===== src/rtl/upd_pkg.sv =====
// Shared types, constants and helpers for the URL percent decoder.
// No dependencies; used by all rtl/upd_* modules and the top level.
`default_nettype none

package upd_pkg;

    localparam logic [7:0] PCT_CHAR   = 8'h25;
    localparam logic [7:0] ZERO_CHAR  = 8'h30;
    localparam int         QUEUE_DEPTH = 4;
    localparam int         MAX_OUT    = 3;

    // number of bytes held back by the front end
    localparam logic [1:0] PEND_NONE  = 2'd0;
    localparam logic [1:0] PEND_PCT   = 2'd1;
    localparam logic [1:0] PEND_DIGIT = 2'd2;

    // one queue entry: up to three output bytes from one input word
    typedef struct packed {
        logic [MAX_OUT-1:0][7:0] bytes;
        logic [1:0]              cnt;   // 1..3 valid bytes, lowest index first
        logic                    last;  // final byte of entry ends the string
    } cmd_t;

    typedef struct packed {
        logic empty;
        logic full;
    } q_status_t;

    function automatic logic is_hex(input logic [7:0] c);
        logic r;
        r = c inside {[8'h30:8'h39], [8'h41:8'h46], [8'h61:8'h66]};
        return r;
    endfunction

    // digits keep their low nibble, letters (either case) add 9
    function automatic logic [3:0] hex_val(input logic [7:0] c);
        logic [3:0] v;
        v = c[6] ? (c[3:0] + 4'd9) : c[3:0];
        return v;
    endfunction

endpackage

`default_nettype wire


===== src/rtl/upd_front.sv =====
// Front end: accepts raw bytes, tracks held '%' and first digit, and
// builds at most one queue entry per word. Depends on upd_pkg.
`default_nettype none

module upd_front (
    input  wire logic          aclk,
    input  wire logic          aresetn,
    input  wire logic          in_valid,
    output logic               in_ready,
    input  wire logic [7:0]    in_byte,
    input  wire logic          in_last,
    input  wire upd_pkg::q_status_t q_status,
    output logic               push,
    output upd_pkg::cmd_t      push_cmd
);

    logic [1:0] pend_reg, pend_next;
    logic [7:0] digit_reg, digit_next;

    logic [1:0] n;
    logic       fresh;
    logic [7:0] decoded;

    assign in_ready = !q_status.full;
    assign decoded  = {upd_pkg::hex_val(digit_reg), upd_pkg::hex_val(in_byte)};

    always_comb begin
        n          = 2'd0;
        fresh      = 1'b0;
        pend_next  = pend_reg;
        digit_next = digit_reg;
        push_cmd   = '0;
        case (pend_reg)
            upd_pkg::PEND_PCT: begin
                if (upd_pkg::is_hex(in_byte)) begin
                    digit_next = in_byte;
                    pend_next  = upd_pkg::PEND_DIGIT;
                end else begin
                    push_cmd.bytes[0] = upd_pkg::PCT_CHAR;
                    n     = 2'd1;
                    fresh = 1'b1;
                end
            end
            upd_pkg::PEND_DIGIT: begin
                if (upd_pkg::is_hex(in_byte) &&
                    !(digit_reg == upd_pkg::ZERO_CHAR && in_byte == upd_pkg::ZERO_CHAR)) begin
                    push_cmd.bytes[0] = decoded;
                    n         = 2'd1;
                    pend_next = upd_pkg::PEND_NONE;
                end else begin
                    push_cmd.bytes[0] = upd_pkg::PCT_CHAR;
                    push_cmd.bytes[1] = digit_reg;
                    n     = 2'd2;
                    fresh = 1'b1;
                end
            end
            default: begin
                fresh = 1'b1;
            end
        endcase

        if (fresh) begin
            if (in_byte == upd_pkg::PCT_CHAR) begin
                pend_next = upd_pkg::PEND_PCT;
            end else begin
                push_cmd.bytes[n] = in_byte;
                n         = n + 2'd1;
                pend_next = upd_pkg::PEND_NONE;
            end
        end

        // end of string: flush held bytes behind this word's output
        if (in_last) begin
            if (pend_next != upd_pkg::PEND_NONE) begin
                push_cmd.bytes[n] = upd_pkg::PCT_CHAR;
                n = n + 2'd1;
            end
            if (pend_next == upd_pkg::PEND_DIGIT) begin
                push_cmd.bytes[n] = digit_next;
                n = n + 2'd1;
            end
            pend_next = upd_pkg::PEND_NONE;
        end

        push_cmd.cnt  = n;
        push_cmd.last = in_last;
    end

    assign push = in_valid && in_ready && (n != 2'd0);

    always_ff @(posedge aclk) begin
        if (!aresetn) begin
            pend_reg <= upd_pkg::PEND_NONE;
        end else if (in_valid && in_ready) begin
            pend_reg <= pend_next;
        end
    end

    always_ff @(posedge aclk) begin
        if (in_valid && in_ready) begin
            digit_reg <= digit_next;
        end
    end

endmodule

`default_nettype wire


===== src/rtl/upd_queue.sv =====
// Small FIFO of decode entries between front and back end.
// Depends on upd_pkg for the entry and status types.
`default_nettype none

module upd_queue #(
    parameter int DEPTH = upd_pkg::QUEUE_DEPTH
) (
    input  wire logic          aclk,
    input  wire logic          aresetn,
    input  wire logic          push,
    input  wire upd_pkg::cmd_t push_cmd,
    input  wire logic          pop,
    output upd_pkg::cmd_t      head,
    output upd_pkg::q_status_t status
);

    localparam int PW = (DEPTH > 1) ? $clog2(DEPTH) : 1;
    localparam int CW = $clog2(DEPTH + 1);
    localparam logic [PW-1:0] LAST_PTR = PW'(DEPTH - 1);
    localparam logic [CW-1:0] FULL_CNT = CW'(DEPTH);

    upd_pkg::cmd_t entry_reg [DEPTH];
    logic [PW-1:0] wr_ptr_reg, rd_ptr_reg;
    logic [CW-1:0] cnt_reg;

    assign head         = entry_reg[rd_ptr_reg];
    assign status.empty = (cnt_reg == '0);
    assign status.full  = (cnt_reg == FULL_CNT);

    always_ff @(posedge aclk) begin
        if (!aresetn) begin
            wr_ptr_reg <= '0;
            rd_ptr_reg <= '0;
            cnt_reg    <= '0;
        end else begin
            if (push) begin
                wr_ptr_reg <= (wr_ptr_reg == LAST_PTR) ? '0 : wr_ptr_reg + 1'b1;
            end
            if (pop) begin
                rd_ptr_reg <= (rd_ptr_reg == LAST_PTR) ? '0 : rd_ptr_reg + 1'b1;
            end
            if (push && !pop) begin
                cnt_reg <= cnt_reg + 1'b1;
            end else if (pop && !push) begin
                cnt_reg <= cnt_reg - 1'b1;
            end
        end
    end

    always_ff @(posedge aclk) begin
        if (push) begin
            entry_reg[wr_ptr_reg] <= push_cmd;
        end
    end

endmodule

`default_nettype wire


===== src/rtl/upd_back.sv =====
// Back end: walks the bytes of the head queue entry, one per cycle while
// the output is not stalled, into the output register. Depends on upd_pkg.
`default_nettype none

module upd_back (
    input  wire logic          aclk,
    input  wire logic          aresetn,
    input  wire upd_pkg::cmd_t head,
    input  wire upd_pkg::q_status_t q_status,
    output logic               pop,
    output logic               out_valid,
    input  wire logic          out_ready,
    output logic [7:0]         out_byte,
    output logic               out_last
);

    logic [1:0] idx_reg;
    logic       valid_reg;
    logic [7:0] byte_reg;
    logic       last_reg;
    logic       emit;
    logic       at_end;

    assign emit   = !q_status.empty && (!valid_reg || out_ready);
    assign at_end = (idx_reg == head.cnt - 2'd1);
    assign pop    = emit && at_end;

    assign out_valid = valid_reg;
    assign out_byte  = byte_reg;
    assign out_last  = last_reg;

    always_ff @(posedge aclk) begin
        if (!aresetn) begin
            idx_reg   <= 2'd0;
            valid_reg <= 1'b0;
        end else begin
            if (emit) begin
                valid_reg <= 1'b1;
                idx_reg   <= at_end ? 2'd0 : idx_reg + 2'd1;
            end else if (out_ready) begin
                valid_reg <= 1'b0;
            end
        end
    end

    always_ff @(posedge aclk) begin
        if (emit) begin
            byte_reg <= head.bytes[idx_reg];
            last_reg <= head.last && at_end;
        end
    end

endmodule

`default_nettype wire


===== src/rtl/url_percent_decoder.sv =====
// Top level of the streaming URL percent decoder.
// Instantiates upd_front, upd_queue and upd_back; uses upd_pkg.
`default_nettype none

// Streaming URL percent decoder. Raw string bytes come in one per word on
// the s_axis side, tlast on the final byte; decoded bytes leave on m_axis,
// tlast on the final decoded byte. "%XY" with two hex digits (either case)
// becomes the byte 0xXY, except "%00" which passes through as three bytes.
// A broken sequence emits its '%' (and held digit) literally and the
// offending byte is looked at again, so it may open a new sequence. Up to
// two bytes ('%' and one digit) are held back and flushed on tlast.
// Timing: an input word is taken every cycle while the entry queue
// (QUEUE_DEPTH entries) has room. The front end turns each word into 0..3
// output bytes in the same cycle; the back end drains one byte per cycle,
// while m_axis is not stalled, into a registered m_axis stage; a word
// that yields two or three bytes (broken sequence, end of string) sends
// them one at a time. Each entry is written into the queue, and its bytes
// then leave through the output register. No clearing pass after reset.
module url_percent_decoder #(
    parameter int QUEUE_DEPTH = upd_pkg::QUEUE_DEPTH
) (
    input  wire logic       aclk,
    input  wire logic       aresetn,
    input  wire logic       s_axis_tvalid,
    output logic            s_axis_tready,
    input  wire logic [7:0] s_axis_tdata,   // [7:0] in_byte
    input  wire logic       s_axis_tlast,   // in_last
    output logic            m_axis_tvalid,
    input  wire logic       m_axis_tready,
    output logic [7:0]      m_axis_tdata,   // [7:0] out_byte
    output logic            m_axis_tlast    // out_last
);

    upd_pkg::q_status_t q_status;
    upd_pkg::cmd_t      push_cmd;
    upd_pkg::cmd_t      head;
    logic               push;
    logic               pop;

    // classify and collapse percent sequences
    upd_front u_front (
        .aclk     (aclk),
        .aresetn  (aresetn),
        .in_valid (s_axis_tvalid),
        .in_ready (s_axis_tready),
        .in_byte  (s_axis_tdata),
        .in_last  (s_axis_tlast),
        .q_status (q_status),
        .push     (push),
        .push_cmd (push_cmd)
    );

    // decouples input acceptance from output back-pressure
    upd_queue #(
        .DEPTH (QUEUE_DEPTH)
    ) u_queue (
        .aclk     (aclk),
        .aresetn  (aresetn),
        .push     (push),
        .push_cmd (push_cmd),
        .pop      (pop),
        .head     (head),
        .status   (q_status)
    );

    // serialize entries to one byte per word
    upd_back u_back (
        .aclk      (aclk),
        .aresetn   (aresetn),
        .head      (head),
        .q_status  (q_status),
        .pop       (pop),
        .out_valid (m_axis_tvalid),
        .out_ready (m_axis_tready),
        .out_byte  (m_axis_tdata),
        .out_last  (m_axis_tlast)
    );

endmodule

`default_nettype wire


===== config.mk =====
export PLATFORM = sky130hd
export DESIGN_NAME = url_percent_decoder
export DESIGN_NICKNAME = d
export VERILOG_FILES = /design/src/rtl/upd_pkg.sv /design/src/rtl/upd_front.sv /design/src/rtl/upd_queue.sv /design/src/rtl/upd_back.sv /design/src/rtl/url_percent_decoder.sv
export SDC_FILE = /design/constraint.sdc
export NUM_CORES = 1
export LEC_CHECK = 0
export ABC_AREA = 1
export BUFFER_PORTS_ARGS = -buffer_cell sky130_fd_sc_hd__clkbuf_2
export CAP_MARGIN = 20
export CORE_UTILIZATION = 35
export DETAILED_ROUTE_END_ITERATION = 10
export SLEW_MARGIN = 20
export SYNTH_ARGS = -nofsm -noshare
export SYNTH_HDL_FRONTEND = slang
export SYNTH_SLANG_ARGS = --single-unit

===== constraint.sdc =====
create_clock -name aclk -period 8.65 [get_ports aclk]
set_input_delay 0.865 -clock aclk [delete_from_list [all_inputs] [get_ports aclk]]
set_output_delay 0.865 -clock aclk [all_outputs]
set_load 0.01 [all_outputs]

==> run summary, run 1 <==
YOSYS
--------------------------------------------------------------------------------
Number of enable-type register cells in the synthesized netlist              125
Mapped Cells                                                                 641
Fraction of registers with async set/reset                                    0%
Yosys synthesis warning count                                                  0
Post-synth top cells                                                125 x edfxtp_1, 83 x nand2_1, 83 x nor2_1, 74 x o21ai_0, 58 x inv_1
Top cells by area, synth                                            edfxtp_1 56%, o21ai_0 5.5%, nand2_1 4.6%, nor2_1 4.6%, dfxtp_1 4.2%
Cell area after technology mapping                                      6708 µm²
Number of distinct library cells after synthesis                              40
Most instantiated library cell after synthesis                          edfxtp_1
Total of flip-flops plus latches after synthesis                             139
Net Count, Synth                                                             676
Dominant synthesized flop cell                                          edfxtp_1
Cell taking the most area after synthesis                               edfxtp_1
Top cell type's share of synthesized area                                 55.96%
Synth Area per Inst                                                    10.46 µm²
Share of the yosys chip area belonging to registers                       60.14%

WORST SETUP PATH
--------------------------------------------------------------------------------
Number of buffer and inverter stages on the critical path                      7
Family with the most delay on the worst path                         adder cells
Max stage delay cell, worst path                                            fa_1
Cell type with the highest occurrence count on the critical path           inv_1
Setup CP Type                                                       input pin to flop
Startpoint kind of the worst setup timing path                         input pin
CP max stage delay                                                        440 ps
Max FO, Critical Path                                                         10
Data arrival time of the worst path                                      5280 ps
Critical Path End Type                                                      flop
Required arrival time at the worst endpoint                              8950 ps

FINAL LAYOUT
--------------------------------------------------------------------------------
Sequential cell area                                                    4034 µm²
Diode count                                                                    0
Filler instances                                                            1825
Synthesis-to-finish area growth                                           14.08%
Post-route insts no fill                                                     912
Net count, final                                                             700
Max reg flops                                                                108
Area of the multi-input gates                                           2283 µm²
Fraction of final layout cells sized beyond drive strength 1              14.45%

GLOBAL ROUTING
--------------------------------------------------------------------------------
Number of antenna violations at the first check in global routing              0
Maximum number of pins on one net before global-route repair                  56
Number of global-route vias before repair                                   4862
Global-route wire length before repair                                  26.44 mm
Total gr overflow                                                              0
GRT Overall Usage                                                         18.01%

FLOORPLAN
--------------------------------------------------------------------------------
Full die area                                                          19720 µm²
Die Span Y                                                              140.4 µm
Chip Width                                                              140.4 µm
Number of core rows                                                           50
I/O pin count                                                                 24
Total core area                                                        18770 µm²
Initial core utilization                                                  35.74%

ROUTING
--------------------------------------------------------------------------------
DRT antenna net count                                                          0
Routed wire length                                                      16.94 mm
Via count of the routed design                                              4935
Vias per inst                                                              5.411
Wire length per cell after detailed routing                             18.58 µm
First-pass DRT Iterations                                                      5
Number of remaining DRC errors                                                 0
Iter 0 DRT Violations                                                        403

CLOCK NETWORK
--------------------------------------------------------------------------------
Clock buffer count from CTS                                                   17
CTS tree                                                                   built
Level count of the clock H-tree                                                4
Clock latency on the worst-skew pair                                      420 ps
CTS sink cnt                                                                 139
Buffer cell driving the clock tree root                                clkbuf_16
Clock Tree Buf Depth                                                           2
Clock transition at path regs                                              60 ps
Buffers inserted by post-CTS timing repair                                     0
CTS resizes                                                                    0
Hold buffer count at CTS                                                       0

PWR
--------------------------------------------------------------------------------
Standby leakage power                                                0.003007 µW
Proportion of power drawn by flip-flops and latches                        42.6%
Clock Power Share                                                          35.0%
Switching power of the nets                                             634.8 µW
Highest ir drop seen on vdd                                            0.1387 mV
Internal                                                                 1444 µW
Share of power burned in combinational logic                               22.5%
Cell area power density                                             271.7 nW/µm²
Switch share                                                              30.53%

TIMING
--------------------------------------------------------------------------------
Headroom to the max-slew limit                                            33.08%
Final Cycle Share                                                         57.48%
Final Hold Vio Count                                                           0
Final setup skew                                                        7.790 ps
Accumulated negative setup slack                                            0 ps
Crit path time final                                                     4972 ps
Max Slew Vio Count                                                             0
Setup repair after global routing missed its margin                           no
Highest clock rate                                                    0.2011 GHz
Worst-Margin Slew                                                        1001 ps
Number of setup violations in the final report                                 0

PLACED DESIGN
--------------------------------------------------------------------------------
Placed Cells incl. Taps                                                      880
Placed wire-length estimate                                             11.32 mm
Gp weighted congestion                                                    0.9317
Number of I/O port buffers                                                    23

RUN STATUS
--------------------------------------------------------------------------------
Status                                                              finished clean

MIN PATH
--------------------------------------------------------------------------------
Class of the tightest hold or removal check                         flop to flop

RUN
--------------------------------------------------------------------------------
Max_cap viols                                                                  0

-- worst register-to-register path, delay by kind of cell (launching register included) --
family / cells / cell delay (ps)
fa+ha+maj: 6 / 1600
simple gates: 12 / 1170
compound gates: 6 / 820
buf+inv: 6 / 580
flops: 1 / 440
-- cell type report --
class | instances | share of cell area (%)
Clock buffer | 17 | 5.559
Clock inverter | 15 | 2.256
Inverter | 71 | 3.515
Multi-Input combinational cell | 405 | 29.84
Sequential cell | 139 | 52.71
Tap cell | 234 | 3.826
Timing Repair Buffer | 31 | 2.289
-- cells in the final DEF, fill, tap and decap left out, types with 2 or more instances in the layout --
| cell type | count |
|---|---|
| inv_1 | 58 |
| o211ai_1 | 5 |
| a21oi_1 | 21 |
| a32oi_1 | 4 |
| xor2_1 | 7 |
| clkinv_1 | 2 |
| clkinvlp_4 | 2 |
| a22oi_1 | 7 |
| clkinv_2 | 4 |
| clkbuf_2 | 23 |
| nand2_1 | 83 |
| buf_4 | 8 |
| o21ai_1 | 3 |
| nand3_2 | 3 |
| dfxtp_1 | 14 |
| inv_6 | 2 |
| ha_1 | 21 |
| edfxtp_1 | 125 |
| nor3_1 | 2 |
| o22ai_1 | 26 |
| bufinv_16 | 3 |
| nand4_1 | 4 |
| clkbuf_16 | 17 |
| nand3_1 | 19 |
| a32o_1 | 6 |
| inv_2 | 11 |
| o221ai_1 | 13 |
| nor2_1 | 79 |
| nor2_2 | 9 |
| nand2_2 | 6 |
| nand2_4 | 2 |
| clkinv_4 | 3 |
| o21ai_0 | 74 |
-- cells by family after synthesis --
family                   share of synthesized area, %
AND/OR/NAND/NOR                                 13.65
AO/OA/AOI/OAI                                   14.89
flip-flops                                      60.14
buffers and inverters                           6.062
adder cells (fa/ha/maj)                         4.216
XOR/XNOR                                        1.045
-- per-layer routing --
layer	GRT usage (%)	routed length (µm)
met5	0	0
met4	8.386	513
met3	4.068	815
met2	29.53	7987
met1	22.59	7628
-- path summary, 6_finish.rpt --
| path | from | end | slack (ps) | depth (start not counted) |
|---|---|---|---|---|
| worst max-delay path | s_axis_tdata[1] | u_queue.cnt_reg[2] | 3680 | 30 |
| worst min-delay path | u_front.pend_reg[1] | u_front.pend_reg[1] | 490 | 2 |
| worst min register to register | u_front.pend_reg[1] | u_front.pend_reg[1] | 490 | 2 |
| worst max register to register | u_front.digit_reg[0] | u_queue.cnt_reg[2] | 3930 | 30 |
-- metrics by stage --
step	area, µm²	worst slack (ps)	total power, µW	hold slack (ps)	util [%]
floorplan	6708	3409	1201	438.5	-
global placement	7054	3384	1352	451.1	37.59
detailed placement	7054	3271	1371	480.5	37.59
CTS	7652	3714	2098	490.6	40.77
global route	7652	3178	2183	505.1	40.77
finish	7652	3678	2079	493.4	40.77
-- power groups by stage --
stage | logic [µW] | clock network [µW] | registers, µW
global placement | 458 | 0 | 895
detailed placement | 471 | 0 | 899
global route | 523 | 766 | 894
CTS | 473 | 740 | 886
floorplan | 303 | 0 | 899
finish | 467 | 727 | 885
(Power assumes the default switching activity.)
==> inputs of run 2 (changes only) <==
clock period = 4.87 ns   (was 8.65 ns; I/O delays follow)
==> run summary, run 2 (synthesized netlist as in run 1, its figures left out) <==
FINAL LAYOUT
--------------------------------------------------------------------------------
Synthesis-to-finish area growth                                           15.71%
Commonest cells after routing, fill and taps aside                  125 x edfxtp_1, 83 x nand2_1, 79 x nor2_1, 73 x o21ai_0, 56 x inv_1
Net count, final                                                             710   +1.4%
Diode count                                                                    0   unchanged
Post-route insts no fill                                                     920   +0.88%
Max reg flops                                                                108   unchanged
Most common cell after layout, fill and taps aside                      edfxtp_1
Fraction of final layout cells sized beyond drive strength 1              15.31%   +0.85 points

PWR
--------------------------------------------------------------------------------
Switching power of the nets                                              1092 µW   +72%
Internal                                                                 2577 µW   +78%
Proportion of power drawn by flip-flops and latches                        43.0%   +0.4 points
Highest ir drop seen on vdd                                            0.2524 mV   +82%
Share of power burned in combinational logic                               23.4%   +0.9 points
Standby leakage power                                                0.003044 µW   +1.2%
Clock Power Share                                                          33.6%   -1.4 points
Switch share                                                              29.76%   -0.77 points
Cell area power density                                             472.8 nW/µm²   +74%

TIMING
--------------------------------------------------------------------------------
Number of setup violations in the final report                                 0   unchanged
Max Slew Vio Count                                                             0   unchanged
Final setup skew                                                        6.651 ps   -1.139 ps
Minimum hold slack                                                      406.5 ps   -86.89 ps
Worst-Margin Slew                                                       790.1 ps   -210.6 ps
Crit path time final                                                     4515 ps
Final Cycle Share                                                         92.72%
Headroom to the max-slew limit                                            47.13%   +14 points
Final Hold Vio Count                                                           0   unchanged
Highest clock rate                                                    0.2215 GHz

WORST SETUP PATH
--------------------------------------------------------------------------------
Required arrival time at the worst endpoint                              5160 ps   -3790 ps
Max stage delay cell, worst path                                        edfxtp_1
Startpoint kind of the worst setup timing path                              flop
Critical Path End Type                                                      flop
Setup CP Type                                                       flop to flop
Data arrival time of the worst path                                      4810 ps   -470 ps
CP max stage delay                                                        440 ps   about the same
Max FO, Critical Path                                                          9   -1
Startpoint of the most critical setup path                          u_front.digit_reg[1]
Startpoint of the worst register-to-register path                   u_front.digit_reg[1]

CLOCK NETWORK
--------------------------------------------------------------------------------
CTS tree                                                                   built
Level count of the clock H-tree                                                4   unchanged
Clock latency on the worst-skew pair                                      410 ps   about the same
Clock Tree Buf Depth                                                           2   unchanged
CTS sink cnt                                                                 139   unchanged
Buffer cell driving the clock tree root                                clkbuf_16
Clock buffer count from CTS                                                   17   unchanged
Clock transition at path regs                                              60 ps   about the same

ROUTING
--------------------------------------------------------------------------------
Iter 0 DRT Violations                                                        409   +1.5%
Via count of the routed design                                              4945   +0.20%
Wire length per cell after detailed routing                             18.46 µm   -0.62%
Number of remaining DRC errors                                                 0   unchanged
DRT antenna net count                                                          0   unchanged
First-pass DRT Iterations                                                      6   +1
Vias per inst                                                              5.375   -0.67%
Routed wire length                                                      16.99 mm   +0.25%

FLOORPLAN
--------------------------------------------------------------------------------
Total core area                                                        18770 µm²   unchanged
I/O pin count                                                                 24   unchanged
Number of core rows                                                           50   unchanged
Die Span Y                                                              140.4 µm   unchanged
Full die area                                                          19720 µm²   unchanged
Initial core utilization                                                  35.74%   unchanged
Chip Width                                                              140.4 µm   unchanged

PLACED DESIGN
--------------------------------------------------------------------------------
Placed Cells incl. Taps                                                      886   +0.68%
Placed wire-length estimate                                             11.59 mm   +2.4%
Gp weighted congestion                                                    0.9361   +0.47%
Number of I/O port buffers                                                    23   unchanged

GLOBAL ROUTING
--------------------------------------------------------------------------------
Number of antenna violations at the first check in global routing              0   unchanged
Global-route wire length before repair                                  26.45 mm   about the same
Number of global-route vias before repair                                   4835   -0.56%
GRT Overall Usage                                                         18.05%   +0.041 points
Maximum number of pins on one net before global-route repair                  43   -23%
Total gr overflow                                                              0   unchanged

RUN
--------------------------------------------------------------------------------
Max_cap viols                                                                  0   unchanged

MIN PATH
--------------------------------------------------------------------------------
Class of the tightest hold or removal check                         input pin to flop
Critical hold path startpoint                                       s_axis_tvalid

RUN STATUS
--------------------------------------------------------------------------------
Status                                                              finished clean

[run 2: cell type report]
cell class,count,area (µm²)
flip-flops and latches,139,4034
well taps,234,292.8
inverters,71,271.5
repair buffers,41,300.3
fillers,1767,11010
multi-input cells,405,2300
clock buffers,20,436.7
clock inverters,10,126.4
[run 2: what timing repair did]
item / 4_1_cts / 5_1_grt
gates resized for setup: 0 / 6
hold buffers: 0 / 0
endpoints found under the setup margin: 0 / 1
setup buffers: 0 / 4
[run 2: stage by stage]
stage          area (µm²)  total power, µW  worst slack [ps]  TNS, ps  utilization (%)
5_1_grt              7761             3855            -21.07   -21.07            41.35
6_report             7761             3669             354.7        0            41.35
2_1_floorplan        6708             2134             6.780        0                -
4_1_cts              7712             3684             199.6        0            41.09
3_5_place_dp         7149             2452            -71.87   -71.87            38.09
3_3_place_gp         7149             2423             127.2        0            38.09
[run 2: worst max-delay path, delay by kind of cell, from the launching register on]
family	cells	cell delay, ps
AND/OR/NAND/NOR	12	1220
AO/OA/AOI/OAI	6	710
adder cells (fa/ha/maj)	6	1540
flip-flops	1	440
buffers and inverters	6	490
[run 2: worst paths after layout]
kind                         endpoint  slack, ps  cells past startpoint
hold reg to reg                  flop        470                      2
setup reg to reg   u_queue.cnt_reg[2]        350                     30
setup / recovery   u_queue.cnt_reg[2]        350                     30
hold / removal    u_front.pend_reg[0]        410                      4
[run 2: metal layers]
metal  part of all wire (%)  global-route usage [%]
met5                      0                       0
met4                    1.6                   5.321
met3                    4.9                   4.308
met2                     49                   30.32
met1                     45                   23.08
[run 2: power by group through the flow]
| stage | logic, µW | clock network (µW) | registers (µW) |
|---|---|---|---|
| finish | 857 | 1230 | 1580 |
| global placement | 827 | 0 | 1600 |
| floorplan | 538 | 0 | 1600 |
| detailed placement | 846 | 0 | 1610 |
| CTS | 852 | 1250 | 1580 |
| global route | 955 | 1310 | 1590 |
==> inputs of run 3 (changes only) <==
--- a/config.mk
+++ b/config.mk
@@ -11,4 +11,5 @@
 export CORE_UTILIZATION = 35
 export DETAILED_ROUTE_END_ITERATION = 10
+export GPL_TIMING_DRIVEN = 0
 export SLEW_MARGIN = 20
 export SYNTH_ARGS = -nofsm -noshare
==> constraint.sdc (replaced) <==
create_clock -name aclk -period 4.87 [get_ports aclk]
set_input_delay 0.7305 -clock aclk [delete_from_list [all_inputs] [get_ports aclk]]
set_output_delay 0.7305 -clock aclk [all_outputs]
set_load 0.01 [all_outputs]
==> run summary, run 3 (synthesized netlist as in run 1, its figures left out) <==
ROUTING
--------------------------------------------------------------------------------
Number of remaining DRC errors                                                 0   unchanged
Via count of the routed design                                              4957   +0.24%
DRT antenna net count                                                          0   unchanged
Vias per inst                                                              5.285   -1.7%
Iter 0 DRT Violations                                                        389   -4.9%
Wire length per cell after detailed routing                             17.94 µm   -2.8%
First-pass DRT Iterations                                                      5   -1
Routed wire length                                                      16.83 mm   -0.91%

PWR
--------------------------------------------------------------------------------
Standby leakage power                                                0.003120 µW   +2.5%
Cell area power density                                             484.8 nW/µm²   +2.5%
Highest ir drop seen on vdd                                            0.1923 mV   -24%

FLOORPLAN
--------------------------------------------------------------------------------
Initial core utilization                                                  35.74%   unchanged
Number of core rows                                                           50   unchanged
I/O pin count                                                                 24   unchanged
Die Span Y                                                              140.4 µm   unchanged
Chip Width                                                              140.4 µm   unchanged
Full die area                                                          19720 µm²   unchanged
Total core area                                                        18770 µm²   unchanged

FINAL LAYOUT
--------------------------------------------------------------------------------
Sequential cell area                                                    4034 µm²   unchanged
Net count, final                                                             726   +2.3%
Filler instances                                                            1793   +1.5%
Diode count                                                                    0   unchanged
Fraction of final layout cells sized beyond drive strength 1              16.34%   +1.0 points
Most common cell after layout, fill and taps aside                      edfxtp_1
Commonest cells after routing, fill and taps aside                  125 x edfxtp_1, 81 x nand2_1, 79 x nor2_1, 72 x o21ai_0, 57 x inv_1
Max reg flops                                                                108   unchanged
Synthesis-to-finish area growth                                           19.25%
Area of the multi-input gates                                           2355 µm²   +2.4%
Post-route design area                                                  7999 µm²   +3.1%

CLOCK NETWORK
--------------------------------------------------------------------------------
Clock Tree Buf Depth                                                           2   unchanged
Level count of the clock H-tree                                                4   unchanged
Clock buffer count from CTS                                                   17   unchanged
Buffer cell driving the clock tree root                                clkbuf_16
Clock latency on the worst-skew pair                                      430 ps   +20 ps
CTS sink cnt                                                                 139   unchanged
CTS tree                                                                   built
Clock transition at path regs                                              60 ps   about the same

TIMING
--------------------------------------------------------------------------------
Max Slew Vio Count                                                             0   unchanged
Headroom to the max-slew limit                                            45.80%   -1.3 points
Highest clock rate                                                    0.2241 GHz   +1.2%
Final setup skew                                                        9.224 ps   +2.573 ps
Final Hold Vio Count                                                           0   unchanged
Worst-Margin Slew                                                       804.6 ps   +14.49 ps
Final Cycle Share                                                         91.63%   -1.1 points
Minimum hold slack                                                      463.5 ps   +56.98 ps
Number of setup violations in the final report                                 0   unchanged
Crit path time final                                                     4463 ps   -52.73 ps
Accumulated negative setup slack                                            0 ps   unchanged

RUN
--------------------------------------------------------------------------------
Max_cap viols                                                                  0   unchanged

WORST SETUP PATH
--------------------------------------------------------------------------------
CP max stage delay                                                        400 ps   -40 ps
Setup CP Type                                                       input pin to flop
Data arrival time of the worst path                                      4780 ps   -30 ps
Max FO, Critical Path                                                         10   +1
Required arrival time at the worst endpoint                              5190 ps   +30 ps
Cell type with the highest occurrence count on the critical path           inv_1
Startpoint kind of the worst setup timing path                         input pin
Max stage delay cell, worst path                                            fa_2
Number of buffer and inverter stages on the critical path                      8   +2
Critical Path End Type                                                      flop
Family with the most delay on the worst path                         adder cells

PLACED DESIGN
--------------------------------------------------------------------------------
Number of I/O port buffers                                                    20   -13%
Gp weighted congestion                                                    0.9464   +1.1%
Cell area reported after detailed placement                             7251 µm²   +1.4%
Placed wire-length estimate                                             11.92 mm   +2.8%

RUN STATUS
--------------------------------------------------------------------------------
Status                                                              finished clean

GLOBAL ROUTING
--------------------------------------------------------------------------------
GRT Overall Usage                                                         18.35%   +0.30 points
Number of global-route vias before repair                                   4903   +1.4%
Number of antenna violations at the first check in global routing              0   unchanged
Maximum number of pins on one net before global-route repair                  23   -47%
Total gr overflow                                                              0   unchanged
Global-route wire length before repair                                  26.87 mm   +1.6%

MIN PATH
--------------------------------------------------------------------------------
Class of the tightest hold or removal check                         flop to flop

==> run 3: cell types whose count changed in the layout (fill, tap and decap cells not counted), moves of 3 or more <==
cell	before	now
clkinv_2	2	5
clkinv_1	4	1
nor2_2	9	5
buf_12	4	1
clkbuf_2	23	18
nor2_4	1	5
clkbuf_1	3	20
buf_16	0	3
buf_6	0	6
buf_4	14	7
==> run 3: timing repair <==
action | in CTS | in global routing
endpoints found under the setup margin | 1 | 31
hold buffers | 0 | 0
pin swaps | 1 | 2
buffers inserted | 2 | 5
resized for setup | 2 | 17
==> run 3: worst reg2reg max path: cells and delay by family, from the launching register on <==
family	cells	cell delay (ps)
DFF	1	440
buffers and inverters	6	500
and+or+nand+nor	12	1160
AOI/OAI and AO/OA	6	610
adders and majority gates	6	1510
==> run 3: report_power, final <==
| group | switching (µW) | internal [µW] | leakage (µW) |
|---|---|---|---|
| sequential | 57.3 | 1500 | 0.00134 |
| combinational | 614 | 301 | 0.00147 |
| clock | 490 | 917 | 0.000312 |
| total | 1160 | 2720 | 0.00312 |
==> run 3: layout make-up <==
class | instances | area share [%]
multi-input cells | 405 | 29.44
flip-flops and latches | 139 | 50.43
well taps | 234 | 3.660
plain buffers | 25 | 1.658
clock inverters | 13 | 2.487
inverters | 71 | 3.394
repair buffers | 32 | 3.394
clock buffers | 19 | 5.537
==> run 3: metal layers <==
metal	track usage (%)	wire length, µm
met1	24.05	7443
met3	4.034	1154
met2	29.26	7862
met4	7.866	371
met5	0	0
==> run 3: final timing paths <==
path / from / endpoint / slack (ps) / cells after the start
setup / recovery: s_axis_tdata[1] / u_queue.cnt_reg[2] / 410 / 34
hold / removal: u_queue.rd_ptr_reg[1] / flop / 460 / 2
hold reg to reg: u_queue.rd_ptr_reg[1] / flop / 460 / 2
setup reg to reg: u_front.digit_reg[0] / u_queue.cnt_reg[2] / 550 / 30
==> run 3: stage by stage <==
| step | total power (µW) | setup slack, ps | instances | utilization, % |
|---|---|---|---|---|
| after floorplan | 2134 | -236.7 | 641 | - |
| after global placement | 2430 | -1817 | 895 | 37.83 |
| after detailed placement | 2486 | -628.1 | 900 | 38.63 |
| after CTS | 3891 | 17.89 | 933 | 42.15 |
| after global routing | 4072 | -19.65 | 938 | 42.62 |
| final | 3878 | 407.4 | 938 | 42.62 |
